[src/rcmt_pkg.sv]
// ----------------------------------------------------------------------------
// rcmt_pkg: read command monitor tracer shared definitions
// Match codes, trace record layout, queue entry type and hex digit helper.
// ----------------------------------------------------------------------------
package rcmt_pkg;

   localparam logic [31:0] READ_CODE   = 32'h0000_0071;
   localparam logic [7:0]  READ_TAG    = 8'h71;
   localparam logic [31:0] BLOCK_BYTES = 32'h0000_0020;

   // trace record layout: 'R', 8 offset digits, ':', 8 length digits, newline
   localparam int          IDX_W       = 5;
   localparam logic [IDX_W-1:0] POS_TAG       = 5'd0;
   localparam logic [IDX_W-1:0] POS_OFS_FIRST = 5'd1;
   localparam logic [IDX_W-1:0] POS_OFS_LAST  = 5'd8;
   localparam logic [IDX_W-1:0] POS_SEP       = 5'd9;
   localparam logic [IDX_W-1:0] POS_LEN_FIRST = 5'd10;
   localparam logic [IDX_W-1:0] POS_LEN_LAST  = 5'd17;
   localparam logic [IDX_W-1:0] POS_EOL       = 5'd18;

   localparam logic [7:0] CHAR_TAG  = 8'h52;  // 'R'
   localparam logic [7:0] CHAR_SEP  = 8'h3A;  // ':'
   localparam logic [7:0] CHAR_EOL  = 8'h0A;  // newline
   localparam logic [7:0] CHAR_NONE = 8'h00;

   // one classified command, status already updated
   typedef struct packed {
      logic        was_read;
      logic        traced;
      logic [31:0] calls_seen;
      logic [31:0] reads_seen;
      logic [63:0] bytes_total;
      logic [31:0] recent_handle;
      logic [31:0] recent_offset;
      logic [31:0] recent_length;
   } entry_type;

   function automatic logic [7:0] hex_char(input logic [3:0] nibble);
      if (nibble < 4'd10) begin
         hex_char = 8'h30 + {4'h0, nibble};
      end else begin
         hex_char = 8'h57 + {4'h0, nibble};  // 'a' - 10
      end
   endfunction

endpackage

[src/rcmt_req_if.sv]
// ----------------------------------------------------------------------------
// rcmt_req_if: command event channel
// Valid/ready channel carrying one observed command event per word.
// ----------------------------------------------------------------------------
interface rcmt_req_if;
   logic        valid;
   logic        ready;
   logic [31:0] handle;
   logic [31:0] command_code;
   logic [31:0] block_length;
   logic        block_present;
   logic [31:0] first_word;
   logic [31:0] read_length;
   logic [31:0] read_offset;

   modport source (output valid, handle, command_code, block_length, block_present,
                   first_word, read_length, read_offset, input ready);
   modport sink   (input valid, handle, command_code, block_length, block_present,
                   first_word, read_length, read_offset, output ready);
endinterface

[src/rcmt_rsp_if.sv]
// ----------------------------------------------------------------------------
// rcmt_rsp_if: result channel
// Valid/ready channel carrying one trace character or status word.
// ----------------------------------------------------------------------------
interface rcmt_rsp_if;
   logic        valid;
   logic        ready;
   logic [7:0]  trace_char;
   logic        char_valid;
   logic        last;
   logic        was_read;
   logic [31:0] calls_seen;
   logic [31:0] reads_seen;
   logic [63:0] bytes_total;
   logic [31:0] recent_handle;
   logic [31:0] recent_offset;
   logic [31:0] recent_length;

   modport source (output valid, trace_char, char_valid, last, was_read, calls_seen,
                   reads_seen, bytes_total, recent_handle, recent_offset, recent_length,
                   input ready);
   modport sink   (input valid, trace_char, char_valid, last, was_read, calls_seen,
                   reads_seen, bytes_total, recent_handle, recent_offset, recent_length,
                   output ready);
endinterface

[src/rcmt_csr_if.sv]
// ----------------------------------------------------------------------------
// rcmt_csr_if: configuration write channel
// Valid/ready channel carrying the trace enable write data.
// ----------------------------------------------------------------------------
interface rcmt_csr_if;
   logic valid;
   logic ready;
   logic data;

   modport source (output valid, data, input ready);
   modport sink   (input valid, data, output ready);
endinterface

[src/rcmt_front.sv]
// ----------------------------------------------------------------------------
// rcmt_front: command classifier and statistics
// Accepts command words, detects disc reads, updates counters, queues status.
// ----------------------------------------------------------------------------
module rcmt_front (
   input  logic                 clock,
   input  logic                 reset,
   rcmt_req_if.sink             req_chan,
   input  logic                 trace_enable,
   input  logic                 queue_full,
   output logic                 push,
   output rcmt_pkg::entry_type  push_entry
);

   logic [31:0] calls_ff,  calls_in;
   logic [31:0] reads_ff,  reads_in;
   logic [63:0] bytes_ff,  bytes_in;
   logic [31:0] handle_ff, handle_in;
   logic [31:0] offset_ff, offset_in;
   logic [31:0] length_ff, length_in;
   logic        is_read;

   assign req_chan.ready = ~queue_full;
   assign push           = req_chan.valid & ~queue_full;

   assign is_read = (req_chan.command_code == rcmt_pkg::READ_CODE) &&
                    (req_chan.block_length == rcmt_pkg::BLOCK_BYTES) &&
                    req_chan.block_present &&
                    (req_chan.first_word[31:24] == rcmt_pkg::READ_TAG);

   always_comb begin
      calls_in  = calls_ff + 32'd1;
      reads_in  = reads_ff;
      bytes_in  = bytes_ff;
      handle_in = handle_ff;
      offset_in = offset_ff;
      length_in = length_ff;
      if (is_read) begin
         reads_in  = reads_ff + 32'd1;
         bytes_in  = bytes_ff + {32'd0, req_chan.read_length};
         handle_in = req_chan.handle;
         offset_in = req_chan.read_offset;
         length_in = req_chan.read_length;
      end
   end

   always_comb begin
      push_entry.was_read      = is_read;
      push_entry.traced        = is_read & trace_enable;
      push_entry.calls_seen    = calls_in;
      push_entry.reads_seen    = reads_in;
      push_entry.bytes_total   = bytes_in;
      push_entry.recent_handle = handle_in;
      push_entry.recent_offset = offset_in;
      push_entry.recent_length = length_in;
   end

   always_ff @(posedge clock) begin
      if (reset) begin
         calls_ff  <= '0;
         reads_ff  <= '0;
         bytes_ff  <= '0;
         handle_ff <= '0;
         offset_ff <= '0;
         length_ff <= '0;
      end else if (push) begin
         calls_ff  <= calls_in;
         reads_ff  <= reads_in;
         bytes_ff  <= bytes_in;
         handle_ff <= handle_in;
         offset_ff <= offset_in;
         length_ff <= length_in;
      end
   end

endmodule

[src/rcmt_queue.sv]
// ----------------------------------------------------------------------------
// rcmt_queue: classified command queue
// Small register FIFO between the classifier and the serializer.
// ----------------------------------------------------------------------------
module rcmt_queue #(
   parameter int DEPTH = 2
) (
   input  logic                 clock,
   input  logic                 reset,
   input  logic                 push,
   input  rcmt_pkg::entry_type  push_entry,
   output logic                 full,
   input  logic                 pop,
   output logic                 empty,
   output rcmt_pkg::entry_type  head_entry
);

   localparam int PTR_W = $clog2(DEPTH);
   localparam int CNT_W = $clog2(DEPTH + 1);
   localparam logic [PTR_W-1:0] LAST_PTR  = PTR_W'(DEPTH - 1);
   localparam logic [CNT_W-1:0] FULL_CNT  = CNT_W'(DEPTH);

   rcmt_pkg::entry_type store_ff [DEPTH];
   logic [PTR_W-1:0] wr_ptr_ff, wr_ptr_in;
   logic [PTR_W-1:0] rd_ptr_ff, rd_ptr_in;
   logic [CNT_W-1:0] count_ff,  count_in;

   assign full       = (count_ff == FULL_CNT);
   assign empty      = (count_ff == '0);
   assign head_entry = store_ff[rd_ptr_ff];

   always_comb begin
      wr_ptr_in = wr_ptr_ff;
      rd_ptr_in = rd_ptr_ff;
      count_in  = count_ff;
      if (push) begin
         wr_ptr_in = (wr_ptr_ff == LAST_PTR) ? '0 : wr_ptr_ff + PTR_W'(1);
      end
      if (pop) begin
         rd_ptr_in = (rd_ptr_ff == LAST_PTR) ? '0 : rd_ptr_ff + PTR_W'(1);
      end
      if (push && !pop) begin
         count_in = count_ff + CNT_W'(1);
      end else if (pop && !push) begin
         count_in = count_ff - CNT_W'(1);
      end
   end

   always_ff @(posedge clock) begin
      if (reset) begin
         wr_ptr_ff <= '0;
         rd_ptr_ff <= '0;
         count_ff  <= '0;
      end else begin
         wr_ptr_ff <= wr_ptr_in;
         rd_ptr_ff <= rd_ptr_in;
         count_ff  <= count_in;
      end
   end

   always_ff @(posedge clock) begin
      if (push) begin
         store_ff[wr_ptr_ff] <= push_entry;
      end
   end

endmodule

[src/rcmt_back.sv]
// ----------------------------------------------------------------------------
// rcmt_back: result serializer
// Turns one queued entry into a status word or a 19-character trace record.
// ----------------------------------------------------------------------------
module rcmt_back (
   input  logic                 clock,
   input  logic                 reset,
   input  logic                 queue_empty,
   input  rcmt_pkg::entry_type  head_entry,
   output logic                 pop,
   rcmt_rsp_if.source           rsp_chan
);

   rcmt_pkg::entry_type               entry_ff;
   logic                              busy_ff, busy_in;
   logic [rcmt_pkg::IDX_W-1:0]        idx_ff,  idx_in;
   logic                              fire;
   logic                              is_last;
   logic [rcmt_pkg::IDX_W-1:0]        ofs_pos;
   logic [rcmt_pkg::IDX_W-1:0]        len_pos;
   logic [7:0]                        char_code;

   assign fire    = busy_ff & rsp_chan.ready;
   assign is_last = ~entry_ff.traced | (idx_ff == rcmt_pkg::POS_EOL);
   // load when idle, or right behind the final word of the current entry
   assign pop     = ~queue_empty & (~busy_ff | (fire & is_last));

   // nibble number, most significant first
   assign ofs_pos = rcmt_pkg::POS_OFS_LAST - idx_ff;
   assign len_pos = rcmt_pkg::POS_LEN_LAST - idx_ff;

   always_comb begin
      case (idx_ff) inside
         rcmt_pkg::POS_TAG: char_code = rcmt_pkg::CHAR_TAG;
         [rcmt_pkg::POS_OFS_FIRST:rcmt_pkg::POS_OFS_LAST]:
            char_code = rcmt_pkg::hex_char(entry_ff.recent_offset[{ofs_pos[2:0], 2'b00} +: 4]);
         rcmt_pkg::POS_SEP: char_code = rcmt_pkg::CHAR_SEP;
         [rcmt_pkg::POS_LEN_FIRST:rcmt_pkg::POS_LEN_LAST]:
            char_code = rcmt_pkg::hex_char(entry_ff.recent_length[{len_pos[2:0], 2'b00} +: 4]);
         default: char_code = rcmt_pkg::CHAR_EOL;
      endcase
   end

   always_comb begin
      busy_in = busy_ff;
      idx_in  = idx_ff;
      if (pop) begin
         busy_in = 1'b1;
         idx_in  = '0;
      end else if (fire) begin
         if (is_last) begin
            busy_in = 1'b0;
         end else begin
            idx_in = idx_ff + rcmt_pkg::IDX_W'(1);
         end
      end
   end

   always_ff @(posedge clock) begin
      if (reset) begin
         busy_ff <= 1'b0;
         idx_ff  <= '0;
      end else begin
         busy_ff <= busy_in;
         idx_ff  <= idx_in;
      end
   end

   always_ff @(posedge clock) begin
      if (pop) begin
         entry_ff <= head_entry;
      end
   end

   assign rsp_chan.valid         = busy_ff;
   assign rsp_chan.trace_char    = entry_ff.traced ? char_code : rcmt_pkg::CHAR_NONE;
   assign rsp_chan.char_valid    = entry_ff.traced;
   assign rsp_chan.last          = is_last;
   assign rsp_chan.was_read      = entry_ff.was_read;
   assign rsp_chan.calls_seen    = entry_ff.calls_seen;
   assign rsp_chan.reads_seen    = entry_ff.reads_seen;
   assign rsp_chan.bytes_total   = entry_ff.bytes_total;
   assign rsp_chan.recent_handle = entry_ff.recent_handle;
   assign rsp_chan.recent_offset = entry_ff.recent_offset;
   assign rsp_chan.recent_length = entry_ff.recent_length;

endmodule

[src/read_command_monitor_tracer_core.sv]
// ----------------------------------------------------------------------------
// read_command_monitor_tracer_core: disc read command monitor and tracer
// Counts command events, totals disc read bytes and emits text trace records.
// ----------------------------------------------------------------------------
// Usage:
//   req_chan  - one observed command event per word (valid/ready).
//   rsp_chan  - result words. A non-read, or a read with tracing off, gives
//               one status word with last set. A traced read gives 19 words,
//               one character each: 'R', 8 hex digits of the offset, ':',
//               8 hex digits of the length, newline (last on the newline).
//               Every word carries the statistics after that command.
//   csr_chan  - writes trace_enable; always ready. Write only while idle.
// Result path: an accepted command is written into the queue, then loaded into
//   the serializer register, which presents the first result word.
// Throughput: the serializer emits one character per cycle while rsp_chan.ready
//   is high. The classifier keeps taking commands while the serializer works,
//   until the queue fills.
// Reset: all counters, saved fields and trace_enable clear; queue empties.
// Stall: while rsp_chan.ready is low the current word holds; commands are
//   still taken until QUEUE_DEPTH entries wait, then req_chan.ready drops.
// ----------------------------------------------------------------------------
module read_command_monitor_tracer_core #(
   parameter int QUEUE_DEPTH = 2   // entries between classifier and serializer, >= 2
) (
   input  logic        clock,
   input  logic        reset,
   rcmt_req_if.sink    req_chan,
   rcmt_rsp_if.source  rsp_chan,
   rcmt_csr_if.sink    csr_chan
);

   logic                trace_enable_ff;
   logic                queue_full;
   logic                queue_empty;
   logic                push;
   logic                pop;
   rcmt_pkg::entry_type push_entry;
   rcmt_pkg::entry_type head_entry;

   // configuration register: single bit, taken any cycle
   assign csr_chan.ready = 1'b1;

   always_ff @(posedge clock) begin
      if (reset) begin
         trace_enable_ff <= 1'b0;
      end else if (csr_chan.valid) begin
         trace_enable_ff <= csr_chan.data;
      end
   end

   // front: classify and update statistics, one command per cycle while the queue is not full
   rcmt_front u_front (
      .clock        (clock),
      .reset        (reset),
      .req_chan     (req_chan),
      .trace_enable (trace_enable_ff),
      .queue_full   (queue_full),
      .push         (push),
      .push_entry   (push_entry)
   );

   // decoupling queue
   rcmt_queue #(
      .DEPTH (QUEUE_DEPTH)
   ) u_queue (
      .clock      (clock),
      .reset      (reset),
      .push       (push),
      .push_entry (push_entry),
      .full       (queue_full),
      .pop        (pop),
      .empty      (queue_empty),
      .head_entry (head_entry)
   );

   // back: serialize status words and trace characters
   rcmt_back u_back (
      .clock       (clock),
      .reset       (reset),
      .queue_empty (queue_empty),
      .head_entry  (head_entry),
      .pop         (pop),
      .rsp_chan    (rsp_chan)
   );

endmodule
[src/flat_wrapper.sv]
// flat-port wrapper written by rule: the top's interface ports become plain ports
module read_command_monitor_tracer_core_flat 
#(
   parameter int QUEUE_DEPTH = 2                                                     
)
  (clock, reset, req_chan_valid, req_chan_handle, req_chan_command_code, req_chan_block_length, req_chan_block_present, req_chan_first_word, req_chan_read_length, req_chan_read_offset, req_chan_ready, rsp_chan_valid, rsp_chan_trace_char, rsp_chan_char_valid, rsp_chan_last, rsp_chan_was_read, rsp_chan_calls_seen, rsp_chan_reads_seen, rsp_chan_bytes_total, rsp_chan_recent_handle, rsp_chan_recent_offset, rsp_chan_recent_length, rsp_chan_ready, csr_chan_valid, csr_chan_data, csr_chan_ready);
  rcmt_req_if req_chan_i ();
  rcmt_rsp_if rsp_chan_i ();
  rcmt_csr_if csr_chan_i ();
  input  logic clock;
  input  logic reset;
  input wire logic [$bits(req_chan_i.valid)-1:0] req_chan_valid;
  input wire logic [$bits(req_chan_i.handle)-1:0] req_chan_handle;
  input wire logic [$bits(req_chan_i.command_code)-1:0] req_chan_command_code;
  input wire logic [$bits(req_chan_i.block_length)-1:0] req_chan_block_length;
  input wire logic [$bits(req_chan_i.block_present)-1:0] req_chan_block_present;
  input wire logic [$bits(req_chan_i.first_word)-1:0] req_chan_first_word;
  input wire logic [$bits(req_chan_i.read_length)-1:0] req_chan_read_length;
  input wire logic [$bits(req_chan_i.read_offset)-1:0] req_chan_read_offset;
  output wire logic [$bits(req_chan_i.ready)-1:0] req_chan_ready;
  output wire logic [$bits(rsp_chan_i.valid)-1:0] rsp_chan_valid;
  output wire logic [$bits(rsp_chan_i.trace_char)-1:0] rsp_chan_trace_char;
  output wire logic [$bits(rsp_chan_i.char_valid)-1:0] rsp_chan_char_valid;
  output wire logic [$bits(rsp_chan_i.last)-1:0] rsp_chan_last;
  output wire logic [$bits(rsp_chan_i.was_read)-1:0] rsp_chan_was_read;
  output wire logic [$bits(rsp_chan_i.calls_seen)-1:0] rsp_chan_calls_seen;
  output wire logic [$bits(rsp_chan_i.reads_seen)-1:0] rsp_chan_reads_seen;
  output wire logic [$bits(rsp_chan_i.bytes_total)-1:0] rsp_chan_bytes_total;
  output wire logic [$bits(rsp_chan_i.recent_handle)-1:0] rsp_chan_recent_handle;
  output wire logic [$bits(rsp_chan_i.recent_offset)-1:0] rsp_chan_recent_offset;
  output wire logic [$bits(rsp_chan_i.recent_length)-1:0] rsp_chan_recent_length;
  input wire logic [$bits(rsp_chan_i.ready)-1:0] rsp_chan_ready;
  input wire logic [$bits(csr_chan_i.valid)-1:0] csr_chan_valid;
  input wire logic [$bits(csr_chan_i.data)-1:0] csr_chan_data;
  output wire logic [$bits(csr_chan_i.ready)-1:0] csr_chan_ready;
  assign req_chan_i.valid = req_chan_valid;
  assign req_chan_i.handle = req_chan_handle;
  assign req_chan_i.command_code = req_chan_command_code;
  assign req_chan_i.block_length = req_chan_block_length;
  assign req_chan_i.block_present = req_chan_block_present;
  assign req_chan_i.first_word = req_chan_first_word;
  assign req_chan_i.read_length = req_chan_read_length;
  assign req_chan_i.read_offset = req_chan_read_offset;
  assign req_chan_ready = req_chan_i.ready;
  assign rsp_chan_valid = rsp_chan_i.valid;
  assign rsp_chan_trace_char = rsp_chan_i.trace_char;
  assign rsp_chan_char_valid = rsp_chan_i.char_valid;
  assign rsp_chan_last = rsp_chan_i.last;
  assign rsp_chan_was_read = rsp_chan_i.was_read;
  assign rsp_chan_calls_seen = rsp_chan_i.calls_seen;
  assign rsp_chan_reads_seen = rsp_chan_i.reads_seen;
  assign rsp_chan_bytes_total = rsp_chan_i.bytes_total;
  assign rsp_chan_recent_handle = rsp_chan_i.recent_handle;
  assign rsp_chan_recent_offset = rsp_chan_i.recent_offset;
  assign rsp_chan_recent_length = rsp_chan_i.recent_length;
  assign rsp_chan_i.ready = rsp_chan_ready;
  assign csr_chan_i.valid = csr_chan_valid;
  assign csr_chan_i.data = csr_chan_data;
  assign csr_chan_ready = csr_chan_i.ready;
  read_command_monitor_tracer_core #(.QUEUE_DEPTH(QUEUE_DEPTH)) u_core (.clock(clock), .reset(reset), .req_chan(req_chan_i), .rsp_chan(rsp_chan_i), .csr_chan(csr_chan_i));
endmodule
[config.mk]
export PLATFORM = sky130hd
export DESIGN_NAME = read_command_monitor_tracer_core_flat
export DESIGN_NICKNAME = d
export VERILOG_FILES = /design/src/rcmt_pkg.sv /design/src/rcmt_req_if.sv /design/src/rcmt_rsp_if.sv /design/src/rcmt_csr_if.sv /design/src/rcmt_front.sv /design/src/rcmt_queue.sv /design/src/rcmt_back.sv /design/src/read_command_monitor_tracer_core.sv /design/src/flat_wrapper.sv
export SDC_FILE = /design/constraint.sdc
export NUM_CORES = 1
export LEC_CHECK = 0
export BUFFER_PORTS_ARGS = -buffer_cell sky130_fd_sc_hd__buf_2
export CAP_MARGIN = 5
export CELL_PAD_IN_SITES_DETAIL_PLACEMENT = 0
export CELL_PAD_IN_SITES_GLOBAL_PLACEMENT = 1
export CORE_MARGIN = 3
export CORE_UTILIZATION = 37
export CTS_CLUSTER_DIAMETER = 150
export CTS_CLUSTER_SIZE = 10
export DETAILED_ROUTE_END_ITERATION = 8
export PLACE_DENSITY = 0.61
export SYNTH_ARGS = -nofsm -noshare
export SYNTH_HDL_FRONTEND = slang
export SYNTH_SLANG_ARGS = --single-unit
[constraint.sdc]
create_clock -name clock -period 39.1 [get_ports clock]
set_input_delay 7.82 -clock clock [delete_from_list [all_inputs] [get_ports clock]]
set_output_delay 7.82 -clock clock [all_outputs]
set_load 0.02 [all_outputs]
== Yosys cells after proc, flatten, opt, wreduce, memory -nomap -nowiden ==
Memories as Yosys holds them, arrays and structs flattened. A register that Yosys moved wholly into a read port is not among the register bits.
Cells that the tools add are included.

* Register bits: 235
* Latch bits: 0
* Bits in writable memories: 452
* Memory bits (read-only): 0
* Bits of input ports: 199
* Output and inout bits: 238
* Word-level logic and storage cells: 91
* Memories kept: 1

{| class="wikitable"
|+ Memory list
! memory !! depth !! width !! rd ports !! clocked after memory_dff !! write ports !! line !! RTL
|-
| u_core.u_queue.store_ff || 2 || 226 || 1 || 1 || 1 || rcmt_queue.sv:23 || <nowiki>rcmt_pkg::entry_type store_ff [DEPTH];</nowiki>
|}

* $add $sub $neg: 14
* $mul: 0
* Divide/modulo/power cells: 0
* Magnitude comparators: 6
* Equality and inequality tests: 6
* Shifts and indexed selects: 2
* Muxes and demuxes: 21
* Bitwise gates (word level): 12
* Reductions and logical operators: 17

{| class="wikitable"
|+ Operators with widths
! kind !! count
|-
| 2-to-1 mux 32 bit || 4
|-
| adder 32 x 1 -> 32 bit, second input constant || 2
|-
| adder 64 x 32 -> 64 bit || 1
|-
| 2-to-1 mux 64 bit || 1
|-
| variable part select 32 x 6 -> 4 bit || 2
|-
| 2-to-1 mux 8 bit || 7
|-
| equality test 32 x 6 -> 1 bit, second input constant || 1
|-
| equality test 32 x 7 -> 1 bit, second input constant || 1
|-
| adder 7 x 4 -> 8 bit, first input constant || 2
|-
| adder 6 x 4 -> 7 bit, first input constant || 2
|-
| equality test 8 x 7 -> 1 bit, second input constant || 1
|-
| < comparator 4 bit, second input constant || 2
|-
| logical AND 1 bit || 7
|-
| 2-to-1 mux 1 bit || 7
|-
| nonzero test 2 bit || 3
|-
| subtractor 1 x 3 -> 3 bit, first input constant || 2
|-
| adder 5 x 1 -> 5 bit, second input constant || 1
|-
| bitwise AND 1 bit || 5
|-
| equality test 5 x 4 -> 1 bit, second input constant || 1
|-
| equality test 5 bit, second input constant || 1
|-
| >= comparator 5 x 1 -> 1 bit, second input constant || 1
|-
| >= comparator 5 x 4 -> 1 bit, second input constant || 1
|-
| <= comparator 5 x 4 -> 1 bit, second input constant || 1
|-
| <= comparator 5 bit, second input constant || 1
|-
| 12 further kinds || 21
|}

== Depth between registers and ports, before layout ==
* Depth in word-level cells: 9
* Gate-level depth with buffers: 13
* Mapped depth without buffers: 11

== Hierarchy ==
From an unflattened synthesis, not the netlist that was laid out.

* Cell total of the unflattened synthesis: 3,074
* Area, all modules: 38,842.3 µm²

{| class="wikitable"
|+ By module, submodules not included
! module !! instances !! cells an instance !! area an instance (µm²) !! seq. area each (µm²)
|-
| rcmt_queue || 1 || 725 || 17,080.1 || 13,673.1
|-
| rcmt_front || 1 || 1,987 || 13,570.5 || 4,484.3
|-
| rcmt_back || 1 || 357 || 8,146.6 || 6,906.6
|-
| read_command_monitor_tracer_core || 1 || 5 || 45.0 || 20.0
|}

== Worst setup path before layout ==
No wires, ideal clock.

* Path type: input-to-reg
* Start: input port rsp_chan_ready
* End: register u_core.u_queue.count_ff[1]
* Setup time: 70 ps
* Arrival time: 20,428 ps
* Required time: 39,030 ps
* Setup slack: 18,602 ps
* Stages on the path: 7
* Path buffers: 0
* Path through: nand2_1 -> a21oi_1 -> inv_1 -> ha_1 -> xor2_1 -> or3_1 -> a21oi_1

* Longest elaborated chain between the ends: 7
* Elaborated cells on any way between the ends: 9
* Classes of those cells: mux: 1; bitwise: 4; reduce/logical: 4

{| class="wikitable"
|+ RTL lines
! what !! line !! RTL
|-
| from (decl) || flat_wrapper.sv:32 || <nowiki>input wire logic [$bits(rsp_chan_i.ready)-1:0] rsp_chan_ready;</nowiki>
|-
| bitwise AND 1 bit (*) || rcmt_back.sv:23 || <nowiki>assign fire = busy_ff & rsp_chan.ready;</nowiki>
|-
| bitwise AND 1 bit (*) || rcmt_back.sv:26 || <nowiki>assign pop = ~queue_empty & (~busy_ff | (fire & is_last));</nowiki>
|-
| bitwise OR 1 bit (*) || rcmt_back.sv:26 ||
|-
| bitwise AND 1 bit (*) || rcmt_back.sv:26 ||
|-
| named net u_core.pop || read_command_monitor_tracer_core.sv:36 || <nowiki>logic pop;</nowiki>
|-
| logical NOT 1 bit || rcmt_queue.sv:42 || <nowiki>if (push && !pop) begin</nowiki>
|-
| logical AND 1 bit || rcmt_queue.sv:42 ||
|-
| 2-to-1 mux 2 bit or nonzero test 2 bit (tied branches) || - ||
|-
| to (signal assigned) || rcmt_queue.sv:57 || <nowiki>count_ff <= count_in;</nowiki>
|-
| to (decl) || rcmt_queue.sv:26 || <nowiki>logic [CNT_W-1:0] count_ff, count_in;</nowiki>
|}

The timed path passes the listed nets; every way through them passes the cells marked *.
A chain may end at the register's enable or synchronous reset.

== Worst setup path in the final report ==
* Start: register u_core.u_back.idx_ff[1] (netlist name)
* End: output port rsp_chan_trace_char[2]

* Longest elaborated chain between the ends: 9
* Elaborated cells on any way between the ends: 25
* Classes of those cells: add/sub: 6; order compare: 6; eq/ne: 1; shift: 2; mux: 7; reduce/logical: 3

{| class="wikitable"
|+ RTL lines
! what !! line !! RTL
|-
| from (decl) || rcmt_back.sv:16 || <nowiki>logic [rcmt_pkg::IDX_W-1:0] idx_ff, idx_in;</nowiki>
|-
| from (signal assigned) || rcmt_back.sv:65 || <nowiki>idx_ff <= idx_in;</nowiki>
|-
| subtractor 1 x 3 -> 3 bit || rcmt_back.sv:30 || <nowiki>assign len_pos = rcmt_pkg::POS_LEN_LAST - idx_ff;</nowiki>
|-
| variable part select 32 x 6 -> 4 bit || rcmt_back.sv:39 || <nowiki>char_code = rcmt_pkg::hex_char(entry_ff.recent_length[{len_pos[2:0], 2'b00} +: 4]);</nowiki>
|-
| adder 7 x 4 -> 8 bit (tied with other cells) || rcmt_pkg.sv:42 || <nowiki>hex_char = 8'h57 + {4'h0, nibble};</nowiki>
|-
| 2-to-1 mux 8 bit || rcmt_pkg.sv:39 || <nowiki>if (nibble < 4'd10) begin</nowiki>
|-
| 2-to-1 mux 8 bit (3 in a row) || rcmt_back.sv:33 || <nowiki>case (idx_ff) inside</nowiki>
|-
| 2-to-1 mux 8 bit (*) || rcmt_back.sv:33 ||
|-
| 2-to-1 mux 8 bit (*) || rcmt_back.sv:76 || <nowiki>assign rsp_chan.trace_char = entry_ff.traced ? char_code : rcmt_pkg::CHAR_NONE;</nowiki>
|-
| to (decl) || flat_wrapper.sv:22 || <nowiki>output wire logic [$bits(rsp_chan_i.trace_char)-1:0] rsp_chan_trace_char;</nowiki>
|}

Mark *: on every way between the ends. The rest lies on a longest branch, timed or not.

==> flow_metrics.py <==
metrics = {
    "clock_tree": {
        "cts_root_buf": "clkbuf_16",
        "cts_setup_buffers": 0,
        "cts_tree": "built",
        "cts_hold_buf": 0,
        "clock-sinks": 913,
        "clk_pin_slew_worst_paths_ns": 0.06,
        "cts_resized": 0,
        "cts_max_path_buffers": 3,
        "htreeDepth": 3,
        "numCtsBuffers": 101,
        "insertion_delay_ns": 0.68,
    },
    "place": {
        "dpl.hpwl_um": 64800,
        "place_ws_ns": 27.58,
        "gp_congestion": 0.886,
        "port_buffers": 410,
    },
    "detailed_routing": {
        "wire_per_inst_um": 20.6,
        "drtIter0Drc": 1758,
        "ant_nets": 0,
        "num_vias": 24900,
        "viasPerCell": 5.05,
        "drtPass1Iterations": 5,
        "drc": 0,
        "finalWirelength_um": 102000,
    },
    "timing": {
        "hold_viol_final": 0,
        "finalSetupViolCount": 0,
        "fin_worst_skew_ns": 0.0354,
        "worst_pin_slew_ns": 1.19,
        "maxSlewViolCount": 0,
        "holdWs_ns": 0.478,
        "fin_ws_ns": 27.12,
        "period_minus_slack_ns": 11.98,
        "slew_headroom": 0.203,
        "fmax_mhz": 83.5,
        "timing.final.crit_share": 0.306,
        "grt_setup_unrepaired": "no",
        "setup_tns_ns": 0,
    },
    "cells_and_area": {
        "finalCoreUtilization": 0.437,
        "layout-area-overhead-vs-synth_pct": 16.8,
        "layout.nets": 3717,
        "drive_above_1_share": 0.231,
        "n_fill_cell": 9509,
    },
    "synth": {
        "synth_cell_type_count": 78,
        "synthesis.nets": 3332,
        "syn_area_mm2": 0.0381,
        "avgSynthCellArea_um2": 12.4,
        "synth-main-ff-cell": "edfxtp_1",
        "synth-edff-count": 678,
        "synth-seq-cells": 913,
        "synth-async-reset-ratio": 0,
        "yosys_warnings": 0,
        "synth_seq_area_share": 0.657,
        "synthCells": 3088,
    },
    "die": {
        "pin_count": 437,
        "die_h_um": 327,
        "core_area_mm2": 0.102,
        "fp.dieW_um": 327,
        "start_util": 0.374,
        "row_count": 117,
        "die-area_mm2": 0.107,
    },
    "global_route": {
        "grt_pass1_wl_um": 153000,
        "grt_pass1_vias": 25000,
        "antenna_found_initial": 20,
        "grt_util_all_layers": 0.186,
        "grt_max_degree": 157,
        "gr-total-overflow": 0,
    },
    "worst_setup_path": {
        "crit_chain": "inv_1, ha_1, mux4_2, mux2i_1, ha_1, nand2_1, nor3_1, a21oi_1, a211oi_1, buf_2",
        "crit_slowest_cell": "dfxtp_1",
        "worstSetupEndpointType": "output port",
        "crit_arrival_ns": 4.16,
        "start_kind": "register",
        "path_buf_inv": 2,
        "critPathTopFamily": "adder cells",
        "critPathMaxFanout": 14,
        "critPathKind": "reg -> out",
        "critical-path-max-stage-delay_ns": 0.81,
        "cp_common_cell": "ha_1",
        "cp.required_ns": 31.28,
    },
    "run_status": {
        "outcome": "finished, final reports clean",
    },
    "power": {
        "p_leak_nw": 16.5,
        "power-per-cell-area_mw_per_mm2": 67.8,
        "peakVddDrop_mv": 0.0609,
    },
    "job": {
        "drv_cap": 0,
    },
    "worst_hold_path": {
        "hp-class": "reg -> reg",
    },
}
-- power breakdown --
group	total (W)	internal [W]	leakage, nW	switching, W
sequential	0.00144	0.00134	8.44	0.0000948
combinational	0.000710	0.000229	6.63	0.000481
clock	0.000871	0.000491	1.40	0.000380
total	0.00302	0.00206	16.5	0.000955
-- final timing paths --
check             depth (start not counted)  slack, ns                                        end                                    start
hold reg to reg                           2       0.48    u_core.u_front.bytes_ff[3]$_SDFFE_PP0P_  u_core.u_front.bytes_ff[3]$_SDFFE_PP0P_
setup reg to reg                         11      35.15  u_core.u_queue.store_ff[1][158]$_DFFE_PP_  u_core.u_front.bytes_ff[0]$_SDFFE_PP0P_
hold / removal                            2       0.48    u_core.u_front.bytes_ff[3]$_SDFFE_PP0P_  u_core.u_front.bytes_ff[3]$_SDFFE_PP0P_
setup / recovery                         10      27.12                     rsp_chan_trace_char[2]     u_core.u_back.idx_ff[1]$_SDFFE_PP0P_
-- per-stage QoR --
step                      instance area (um^2)  total power [W]  std cells
after global routing                     44600          0.00317       4931
final                                    44600          0.00302       4937
after floorplan                          38100          0.00195       3088
after CTS                                44500          0.00307       4926
after global placement                   41600          0.00217       4738
after detailed placement                 41600          0.00219       4738
-- cell type report --
cell class,count,area (um^2),share of cell area
multi-input cells,1996,12400,0.279
flip-flops and latches,913,25100,0.562
clock inverters,7,106,0.00239
clock buffers,181,2850,0.0639
repair buffers,432,2280,0.0511
diodes,11,27.5,0.000618
well taps,1368,1710,0.0384
inverters,29,114,0.00255
-- kinds of logic after synthesis --
family | count (synthesis) | synth area share
AO/OA/AOI/OAI | 251 | 0.0385
XOR/XNOR | 195 | 0.0448
adder cells (fa/ha/maj) | 45 | 0.0150
buffers and inverters | 179 | 0.0187
flip-flops | 913 | 0.657
multiplexers | 253 | 0.0791
other | 2 | 0.000197
AND/OR/NAND/NOR | 1250 | 0.147
-- flip-flops by register name, summed over array words and instances (netlist names), 2 cells and up --
register	cells
u_core.u_back.rsp_chan.recent_length	32
u_core.u_front.offset_ff	32
u_core.u_front.calls_ff	32
u_core.u_back.rsp_chan.recent_offset	32
u_core.u_front.length_ff	32
u_core.u_front.handle_ff	32
u_core.u_back.rsp_chan.recent_handle	32
u_core.u_back.rsp_chan.bytes_total	64
u_core.u_back.rsp_chan.reads_seen	32
u_core.u_front.reads_ff	32
u_core.u_back.rsp_chan.calls_seen	32
u_core.u_front.bytes_ff	64
u_core.u_queue.store_ff	452
u_core.u_back.idx_ff	5
u_core.u_queue.count_ff	2
-- routing by layer --
metal	routed length, um	vias to the layer above	global-route usage
met4	3190	6	0.0674
met1	43600	12300	0.239
li1	-	11800	-
met5	40	-	0
met2	48700	683	0.310
met3	6150	171	0.0393
-- worst reg2reg max path, delay by kind of cell, from the launching register on --
| kind | cells | cell delay, ns |
|---|---|---|
| xor+xnor | 1 | 0.29 |
| compound gates | 6 | 2.04 |
| simple gates | 2 | 0.36 |
| fa+ha+maj | 2 | 0.70 |
| flops | 1 | 0.32 |
-- cell usage in the layout (no fill, tap or decap), types with 23 or more instances in the layout --
cell / n
a21oi_1: 99
and3_1: 26
buf_2: 409
clkbuf_1: 79
clkbuf_16: 102
dfxtp_1: 234
edfxtp_1: 678
ha_1: 44
inv_1: 28
mux2_2: 228
nand2_1: 484
nand3_1: 55
nand4_1: 31
nor2_1: 367
nor3_1: 145
nor4_1: 23
o21ai_0: 85
or3_1: 35
xnor2_1: 105
xor2_1: 90
-- synth_stat cells, types with 12 or more instances --
cell type	n	area, um^2
a21o_1	12	90.1
a21oi_1	100	500
and3_1	28	175
buf_2	15	75.1
clkbuf_1	121	454
dfxtp_1	235	4700
edfxtp_1	678	20400
ha_1	44	551
inv_1	28	105
mux2_2	228	2570
mux4_2	16	360
nand2_1	485	1820
nand2b_1	12	75.1
nand3_1	56	280
nand4_1	31	194
nor2_1	368	1380
nor2b_1	12	75.1
nor3_1	145	726
nor4_1	23	144
o21ai_0	85	425
or3_1	35	219
xnor2_1	105	920
xor2_1	90	788
(Power assumes the default switching activity.)
